<file path="config.mk">
export PLATFORM = sky130hd
export DESIGN_NAME = ekht_ram
export DESIGN_NICKNAME = d
export VERILOG_FILES = /design/src/hdl/ekht_ram.sv
export SDC_FILE = /design/constraint.sdc
export NUM_CORES = 1
export LEC_CHECK = 0
export BUFFER_PORTS_ARGS = -buffer_cell sky130_fd_sc_hd__clkbuf_2
export CAP_MARGIN = 5
export CORE_MARGIN = 5
export CORE_UTILIZATION = 30
export DETAILED_ROUTE_END_ITERATION = 10
export PLACE_DENSITY_LB_ADDON = 0.15
export SLEW_MARGIN = 20
export SYNTH_ARGS = -nofsm -noshare
export SYNTH_HDL_FRONTEND = slang
export SYNTH_SLANG_ARGS = --single-unit
</file>
<file path="constraint.sdc">
create_clock -name clk -period 1.8 [get_ports clk]
set_clock_uncertainty 0.1 [all_clocks]
set_input_delay 0.27 -clock clk [delete_from_list [all_inputs] [get_ports clk]]
set_output_delay 0.27 -clock clk [all_outputs]
set_load 0.05 [all_outputs]
</file>
<file path="src/hdl/ekht_ram.sv">
// generic single write port ram with registered read
module ekht_ram #(
  parameter int WIDTH = 8,
  parameter int DEPTH = 16
) (
  input  logic                     clk,
  input  logic                     we,
  input  logic [$clog2(DEPTH)-1:0] waddr,
  input  logic [WIDTH-1:0]         wdata,
  input  logic                     re,
  input  logic [$clog2(DEPTH)-1:0] raddr,
  output logic [WIDTH-1:0]         rdata
);

  logic [WIDTH-1:0] mem [DEPTH];

  always_ff @(posedge clk) begin
    if (we) begin
      mem[waddr] <= wdata;
    end
    if (re) begin
      rdata <= mem[raddr];
    end
  end

endmodule

</file>
==> out/metrics.cfg, run 1 <==
[run_status]
outcome = complete, no violations

[clock_tree]
clk_path_buf_depth = 2
post_cts_resized = 0
post-cts-setup-buffers = 0
cts-root-buf = clkbuf_16
cts_hold_buf = 0
path_clk_slew_ns = 0.05
clock-sinks = 136
tritoncts = yes
clk_latency_ns = 0.42
cts_buffers = 17
htreeDepth = 4

[synthesis]
netlist_top_cells_count = 136 x edfxtp_1, 18 x mux4_2, 16 x a22oi_1, 14 x mux4_1, 13 x nor2_1
synthTopCellsByArea = edfxtp_1 78%, mux4_2 7.8%, mux4_1 7.0%
syn_area_per_cell_um2 = 22.8
synth_cells = 229
yosys_warnings = 0
synth-edff-count = 136
synth.net_count = 248
async_reset_ff_share_pct = 0
yosysMostFrequentCell = edfxtp_1
synth-main-ff-cell = edfxtp_1
synth.largest_area_cell = edfxtp_1
ys_seq_area_share_pct = 78.1
synth_cell_types = 18
syn_area_um2 = 5230
synth.ff_latch_count = 136
netlist.area_leader.share_pct = 78.1

[sta]
timing.setup.tns_ns = 0
post-route-period-util_pct = 92.3
fin_crit_ns = 1.66
rsz0062_at_grt = false
fin_ws_ns = 0.139
setup_viol = 0
tightest_slew_ns = 0.899
slew_headroom_pct = 39.9
max_freq_mhz = 602
slew_viol_final = 0
hold_violations = 0

[worst_setup_path]
max_stage_delay_ns = 0.56
path_cells = clkbuf_2 -> buf_4 -> mux4_1 -> a22oi_1 -> nand2_1
crit_family = multiplexers
end_kind = flop
cp.arrival_ns = 1.71
critical_path_required_ns = 1.85
cp_max_fo = 10
path_class = input port to flop
slowest_stage = mux4_1
startpoint_type = input port
cp_num_buf_inv = 2

[cells_and_area]
fin_area_um2 = 6270
instances_no_fill = 525
drive_gt1_share_pct = 30.3
n_antenna_cell = 0
area_growth_pct = 20.0
fin_nets = 308
fillers = 1615

[place]
dpl_cell_area_um2 = 5800
dp.cells = 495
portBuffers = 26
dp_slack_ns = -0.294
hpwl_um = 7260
gp_congestion = 0.680

[die]
core-area_um2 = 17200
io_pins = 27
die_w_um = 142
row_count = 48
die-area_um2 = 20200
start_util_pct = 30.4
die_y_um = 142

[route]
wire_per_inst_um = 20.8
dr.pass1.iters = 4
via_per_inst = 4.65
drc = 0
first_iter_violations = 178
vias = 2442
wirelength_um = 10900
ant_nets = 0

[grt]
grt_pass1_wl_um = 16500
grt_use_total_pct = 11.8
antenna_found_initial = 0
grt_overflow_total = 0
grt_pass1_vias = 2569
grt_max_degree = 25

[flow_run]
drv_cap = 0

[worst_hold_path]
hp-class = input port to flop

[power_and_ir_drop]
p_per_area_nw_per_um2 = 1090
ir_drop_v = 0.000616
leakage_nw = 2.10
power_mw = 6.83

final cells by class:
| type | instances | area (µm²) | share of cell area, % |
|---|---|---|---|
| Sequential cell | 136 | 4080 | 65.1 |
| Multi-Input combinational cell | 83 | 1060 | 16.9 |
| Clock buffer | 22 | 444 | 7.08 |
| Timing Repair Buffer | 51 | 368 | 5.86 |
| Tap cell | 225 | 282 | 4.49 |
| Clock inverter | 8 | 33.8 | 0.538 |
cell usage in the layout (no fill, tap or decap), drive strengths merged:
| master | n |
|---|---|
| nor2 | 13 |
| nand3b | 2 |
| nor2b | 1 |
| clkbuf | 48 |
| or3b | 1 |
| buf | 25 |
| a22oi | 16 |
| nand3 | 1 |
| edfxtp | 136 |
| nand2 | 9 |
| nor3 | 4 |
| nand2b | 2 |
| mux4 | 32 |
| clkinv | 8 |
| and2 | 1 |
| and2b | 1 |
power breakdown:
group	leakage [nW]	switching [mW]	internal, mW
sequential	1.24	0.0172	3.57
combinational	0.628	0.248	0.151
clock	0.235	1.14	1.70
total	2.10	1.40	5.43
logic make-up after synthesis:
kind of cell / after synthesis / share of synthesized area (%)
compound gates: 16 / 2.30
simple gates: 35 / 3.14
buf+inv: 10 / 1.65
flops: 136 / 78.1
mux: 32 / 14.8
layer usage:
| layer | vias to the layer above | share of wire [%] | global-route usage, % |
|---|---|---|---|
| met5 | - | 0 | 0 |
| li1 | 1102 | - | - |
| met1 | 1266 | 48 | 16.3 |
| met2 | 63 | 46 | 17.2 |
| met3 | 11 | 4.3 | 3.63 |
| met4 | 0 | 1.7 | 5.15 |
final timing paths:
kind,start,to,slack (ns),cells past startpoint
setup / recovery,raddr[0],rdata[2]$_DFFE_PP_,0.14,5
hold reg to reg,mem[13][7]$_DFFE_PP_,rdata[7]$_DFFE_PP_,0.65,3
hold / removal,wdata[3],mem[14][3]$_DFFE_PP_,0.18,1
setup reg to reg,mem[2][0]$_DFFE_PP_,rdata[0]$_DFFE_PP_,0.14,3
worst register-to-register path, delay by kind of cell, from the launching register on:
family,cells,cell delay (ns)
multiplexers,1,0.50
AO/OA/AOI/OAI,1,0.28
flip-flops,1,0.37
AND/OR/NAND/NOR,1,0.14
state kept, by name, summed over array words and instances (netlist names):
name / count
mem: 128
rdata: 8
per-stage QoR:
step           hold WS (ns)  utilization [%]
2_1_floorplan         0.269                -
3_3_place_gp          0.613             33.7
3_5_place_dp          0.626             33.7
4_1_cts               0.184             36.5
5_1_grt               0.193             36.5
6_report              0.185             36.5
No activity file was read; power rests on OpenSTA's default activity.
==> run 2, diff against run 1 <==
==> constraint.sdc (replaced) <==
create_clock -name clk -period 1.35 [get_ports clk]
set_clock_uncertainty 0.1 [all_clocks]
set_input_delay 0.2025 -clock clk [delete_from_list [all_inputs] [get_ports clk]]
set_output_delay 0.2025 -clock clk [all_outputs]
set_load 0.05 [all_outputs]
==> out/metrics.cfg, run 2 (synthesized netlist as in run 1, its figures left out) <==
[run_status]
outcome = finished with violations
violations = negative setup slack

[sta]
timing.setup.tns_ns = -0.955  ; -0.955 ns
hold_violations = 0  ; unchanged
max_freq_mhz = 670
fin_ws_ns = -0.142  ; -0.281 ns
post-route-period-util_pct = 110
tightest_slew_ns = 0.903  ; +0.00418 ns
holdWs_ns = 0.107  ; -0.0781 ns
fin_crit_ns = 1.49
rsz0062_at_grt = true
slew_headroom_pct = 39.6  ; -0.38 points
setup_viol = 10  ; +10
slew_viol_final = 0  ; unchanged

[cells_and_area]
fillers = 1581  ; -2.1%
drive_gt1_share_pct = 45.8  ; +15 points
fin_area_um2 = 6690  ; +6.6%
largest-register = mem
area_growth_pct = 27.9
final_common_cell = edfxtp_1
n_antenna_cell = 0  ; unchanged
largest_register_ff_count = 128  ; unchanged
fin_nets = 318  ; +3.2%
layout_common_cells = 136 x edfxtp_1, 32 x mux4_2, 25 x buf_4, 18 x clkbuf_2, 17 x clkbuf_16
top_regs = mem: 128 flops, rdata: 8 flops

[grt]
grt_pass1_wl_um = 17200  ; +4.2%
grt_pass1_vias = 2697  ; +5.0%
antenna_found_initial = 1  ; +1
grt_max_degree = 18  ; -28%
grt_use_total_pct = 12.1  ; +0.34 points
grt_overflow_total = 0  ; unchanged

[clock_tree]
cts_buffers = 17  ; unchanged
path_clk_slew_ns = 0.06  ; about the same
tritoncts = yes
post-cts-setup-buffers = 0  ; unchanged
clk_latency_ns = 0.41  ; about the same
htreeDepth = 4  ; unchanged
clk_path_buf_depth = 2  ; unchanged
cts_hold_buf = 0  ; unchanged
cts-root-buf = clkbuf_16
clock-sinks = 136  ; unchanged

[flow_run]
drv_cap = 0  ; unchanged

[worst_setup_path]
path_class = flop to flop
reg2reg_slack_ns = -0.14  ; -0.28 ns
r2r_cells = 3  ; unchanged
end_kind = flop
startpoint_type = flop
cp_max_fo = 1  ; -9
reg2reg_from = mem[15][5]$_DFFE_PP_
r2r_end = rdata[5]$_DFFE_PP_
cp.arrival_ns = 1.55  ; -0.16 ns
critical_path_required_ns = 1.41  ; -0.44 ns

[worst_hold_path]
holdPathStages = 1  ; unchanged
hold_start = wdata[0]
whs_endpoint = mem[8][0]$_DFFE_PP_
hp-class = input port to flop

[route]
dr_wl_met2_um = 5290  ; +5.3%
wire_per_inst_um = 20.9  ; +0.51%
drc = 0  ; unchanged
vias = 2458  ; +0.66%
dr.pass1.iters = 4  ; unchanged
wirelength_um = 11200  ; +2.8%
top_layer = met5
first_iter_violations = 150  ; -16%
routed-wl-met3_um = 541  ; +15%
ant_nets = 0  ; unchanged
via_per_inst = 4.58  ; -1.6%
wl_met1_um = 5150  ; -1.4%

[power_and_ir_drop]
leakage_nw = 2.21  ; +5.3%
ir_drop_v = 0.000813  ; +32%
p_per_area_nw_per_um2 = 1580  ; +45%
switching_share_pct = 19.5  ; -0.98 points
p_seq_share_pct = 45.4  ; -7.2 points
internal_power_mw = 8.48  ; +56%
power_frac_clock_pct = 48.6  ; +7.0 points
switchingPower_mw = 2.06  ; +47%
combPwrFrac_pct = 6.0  ; +0.2 points

[place]
hpwl_um = 7460  ; +2.7%
portBuffers = 26  ; unchanged
dpl_cell_area_um2 = 5930  ; +2.3%
dp_slack_ns = -0.579  ; -0.285 ns
gp_congestion = 0.705  ; +3.7%

[die]
die_w_um = 142  ; unchanged
die-area_um2 = 20200  ; unchanged
row_count = 48  ; unchanged
core-area_um2 = 17200  ; unchanged
io_pins = 27  ; unchanged
die_y_um = 142  ; unchanged
start_util_pct = 30.4  ; unchanged

## run 2: changes by cell type in the layout (fill, tap and decap cells not counted), sizes merged
cell	previous run	this run
bufinv	0	6
clkbuf	48	39
buf	25	41
clkinv	8	4
clkinvlp	0	3
## run 2: how the worst max path moves through the flow
stage / cells past startpoint / slack (ns) / to / startpoint
2_1_floorplan: 5 / -0.15 / rdata[1]$_DFFE_PP_ / raddr[0]
3_3_place_gp: 6 / -0.57 / rdata[5]$_DFFE_PP_ / raddr[0]
3_5_place_dp: 6 / -0.58 / rdata[5]$_DFFE_PP_ / raddr[0]
4_1_cts: 3 / -0.16 / rdata[5]$_DFFE_PP_ / mem[15][5]$_DFFE_PP_
5_1_grt: 3 / -0.20 / rdata[5]$_DFFE_PP_ / mem[15][5]$_DFFE_PP_
6_report: 3 / -0.14 / rdata[5]$_DFFE_PP_ / mem[15][5]$_DFFE_PP_
## run 2: worst max-delay path, stage by stage (launching register included)
cell and delay, ns:
edfxtp_1 0.37, mux4_2 0.53, a22oi_2 0.16, nand2_1 0.08
## run 2: layer usage
layer	global-route usage [%]	vias to the layer above
met3	3.56	18
met4	5.15	2
met5	0	-
met1	16.6	1281
met2	18.1	50
li1	-	1107
## run 2: power by group through the flow
stage | clock, mW | combinational [mW] | sequential [mW]
finish | 5.12 | 0.629 | 4.79
global route | 5.41 | 0.683 | 4.80
CTS | 5.21 | 0.635 | 4.79
detailed placement | 0 | 0.599 | 4.88
global placement | 0 | 0.597 | 4.87
floorplan | 0 | 0.266 | 4.94
## run 2: area by class of cell
class	count	area (µm²)	area share (%)
sequential	136	4080	61.1
clock inverter	13	226	3.39
timing repair buffer	61	559	8.37
multi-input combinational	83	1100	16.5
tap	225	282	4.21
clock buffer	19	433	6.48
## run 2: per-stage QoR
step	std cells	total power [mW]	utilization [%]
floorplan	229	5.20	-
global placement	505	5.47	34.5
detailed placement	505	5.47	34.5
CTS	537	10.6	38.8
global route	537	10.9	38.9
finish	537	10.5	38.9
## run 2: what timing repair did
item,4_1_cts,5_1_grt
pin swaps,4,2
setup endpoints to repair,13,14
resized for setup,18,10
cloned,0,0
==> run 3, diff against run 2 <==
==> constraint.sdc (replaced) <==
create_clock -name clk -period 1.9 [get_ports clk]
set_clock_uncertainty 0.1 [all_clocks]
set_input_delay 0.285 -clock clk [delete_from_list [all_inputs] [get_ports clk]]
set_output_delay 0.285 -clock clk [all_outputs]
set_load 0.05 [all_outputs]
==> out/metrics.cfg, run 3 (synthesized netlist as in run 1, its figures left out) <==
[run_status]
outcome = complete, no violations

[sta]
fin_ws_ns = 0.268  ; +0.409 ns
tightest_slew_ns = 0.787  ; -0.117 ns
post-route-period-util_pct = 85.9  ; -25 points
max_freq_mhz = 613  ; -8.6%
slew_viol_final = 0  ; unchanged
setup_viol = 0  ; -10
hold_violations = 0  ; unchanged
slew_headroom_pct = 47.5  ; +7.9 points
fin_crit_ns = 1.63  ; +0.141 ns
rsz0062_at_grt = false
timing.setup.tns_ns = 0  ; +0.955 ns

[place]
dpl_cell_area_um2 = 5810  ; -2.1%
dp_slack_ns = -0.128  ; +0.450 ns
dp.cells = 497  ; -1.6%
hpwl_um = 7060  ; -5.3%
portBuffers = 26  ; unchanged
gp_congestion = 0.694  ; -1.5%

[die]
row_count = 48  ; unchanged
die_y_um = 142  ; unchanged
core-area_um2 = 17200  ; unchanged
io_pins = 27  ; unchanged
start_util_pct = 30.4  ; unchanged
die-area_um2 = 20200  ; unchanged
die_w_um = 142  ; unchanged

[route]
wire_per_inst_um = 21.0  ; +0.81%
dr.pass1.iters = 4  ; unchanged
drc = 0  ; unchanged
via_per_inst = 4.56  ; -0.44%
wirelength_um = 11100  ; -1.3%
ant_nets = 0  ; unchanged
vias = 2397  ; -2.5%
first_iter_violations = 158  ; +5.3%

[cells_and_area]
layout_common_cells = 136 x edfxtp_1, 26 x clkbuf_2, 23 x buf_4, 18 x mux4_2, 17 x clkbuf_16
n_antenna_cell = 0  ; unchanged
final_common_cell = edfxtp_1
drive_gt1_share_pct = 30.6  ; -15 points
fin_nets = 310  ; -2.5%
largest-register = mem
largest_register_ff_count = 128  ; unchanged
instances_no_fill = 526  ; -2.0%
top_regs = mem: 128 flops, rdata: 8 flops
fin_area_um2 = 6330  ; -5.3%
final_util_pct = 36.9  ; -2.1 points
fillers = 1604  ; +1.5%
area_growth_pct = 21.1

[grt]
grt_pass1_wl_um = 16300  ; -5.3%
antenna_found_initial = 1  ; unchanged
grt_use_total_pct = 11.8  ; -0.35 points
grt_max_degree = 21  ; +3
grt_pass1_vias = 2572  ; -4.6%
grt_overflow_total = 0  ; unchanged

[worst_hold_path]
hp-class = input port to flop
whs_endpoint = rdata[4]$_DFFE_PP_
hold_start = re
holdPathStages = 1  ; unchanged

[power_and_ir_drop]
leakage_nw = 2.13  ; -3.8%
ir_drop_v = 0.000624  ; -23%
p_per_area_nw_per_um2 = 1070  ; -32%

[flow_run]
drv_cap = 0  ; unchanged

[clock_tree]
tritoncts = yes
post-cts-setup-buffers = 0  ; unchanged
clk_latency_ns = 0.41  ; about the same
htreeDepth = 4  ; unchanged
post_cts_resized = 0  ; -18
clock-sinks = 136  ; unchanged
path_clk_slew_ns = 0.05  ; about the same
cts-root-buf = clkbuf_16
cts_buffers = 17  ; unchanged
clk_path_buf_depth = 2  ; unchanged
cts_hold_buf = 0  ; unchanged

[worst_setup_path]
startpoint_type = flop
reg2reg_slack_ns = 0.27  ; +0.41 ns
r2r_end = rdata[7]$_DFFE_PP_
cp.arrival_ns = 1.68  ; +0.13 ns
cp_max_fo = 1  ; unchanged
reg2reg_from = mem[2][7]$_DFFE_PP_
critical_path_required_ns = 1.94  ; +0.53 ns
path_class = flop to flop
end_kind = flop
r2r_cells = 3  ; unchanged

run 3: changes by cell type in the layout (fill, tap and decap cells not counted), sizes merged:
cell      previous run  this run
bufinv               6         2
clkinvlp             3         0
clkbuf              39        48
clkinv               4         5
buf                 41        27
run 3: how the worst max path moves through the flow:
stage	startpoint	to	cells past startpoint
after floorplan	waddr[2]	mem[0][0]$_DFFE_PP_	2
after CTS	mem[1][5]$_DFFE_PP_	rdata[5]$_DFFE_PP_	3
after global routing	mem[2][7]$_DFFE_PP_	rdata[7]$_DFFE_PP_	3
after detailed placement	raddr[0]	rdata[2]$_DFFE_PP_	6
final	mem[2][7]$_DFFE_PP_	rdata[7]$_DFFE_PP_	3
after global placement	raddr[0]	rdata[1]$_DFFE_PP_	6
run 3: critical path: stages, from the launching register on:
cell,delay (ns)
edfxtp_1,0.36
mux4_2,0.49
a22oi_1,0.31
nand2_1,0.10
run 3: cell type report:
class,count,area (µm²),area share [%]
clock buffers,22,444,7.02
multi-input cells,83,1060,16.7
well taps,225,282,4.45
clock inverters,7,80.1,1.27
flip-flops and latches,136,4080,64.5
repair buffers,53,383,6.05
run 3: layer usage:
layer	routed length, µm	share of wire [%]	vias to the layer above	global-route usage (%)
met4	161	1.5	2	5.00
met3	483	4.4	13	3.56
met2	5270	48	52	18.1
met1	5140	46	1228	15.5
li1	-	-	1102	-
met5	7	0.063	-	0
run 3: stage by stage:
| step | power (mW) | hold slack (ns) |
|---|---|---|
| after floorplan | 3.68 | 0.284 |
| after global placement | 3.85 | 0.618 |
| after detailed placement | 3.85 | 0.616 |
| after CTS | 6.83 | 0.179 |
| after global routing | 6.98 | 0.189 |
| final | 6.75 | 0.193 |
run 3: report_power, final:
part / internal, mW / switching, mW / leakage [nW]
clock: 1.88 / 1.08 / 0.254
combinational: 0.148 / 0.231 / 0.635
sequential: 3.38 / 0.0164 / 1.24
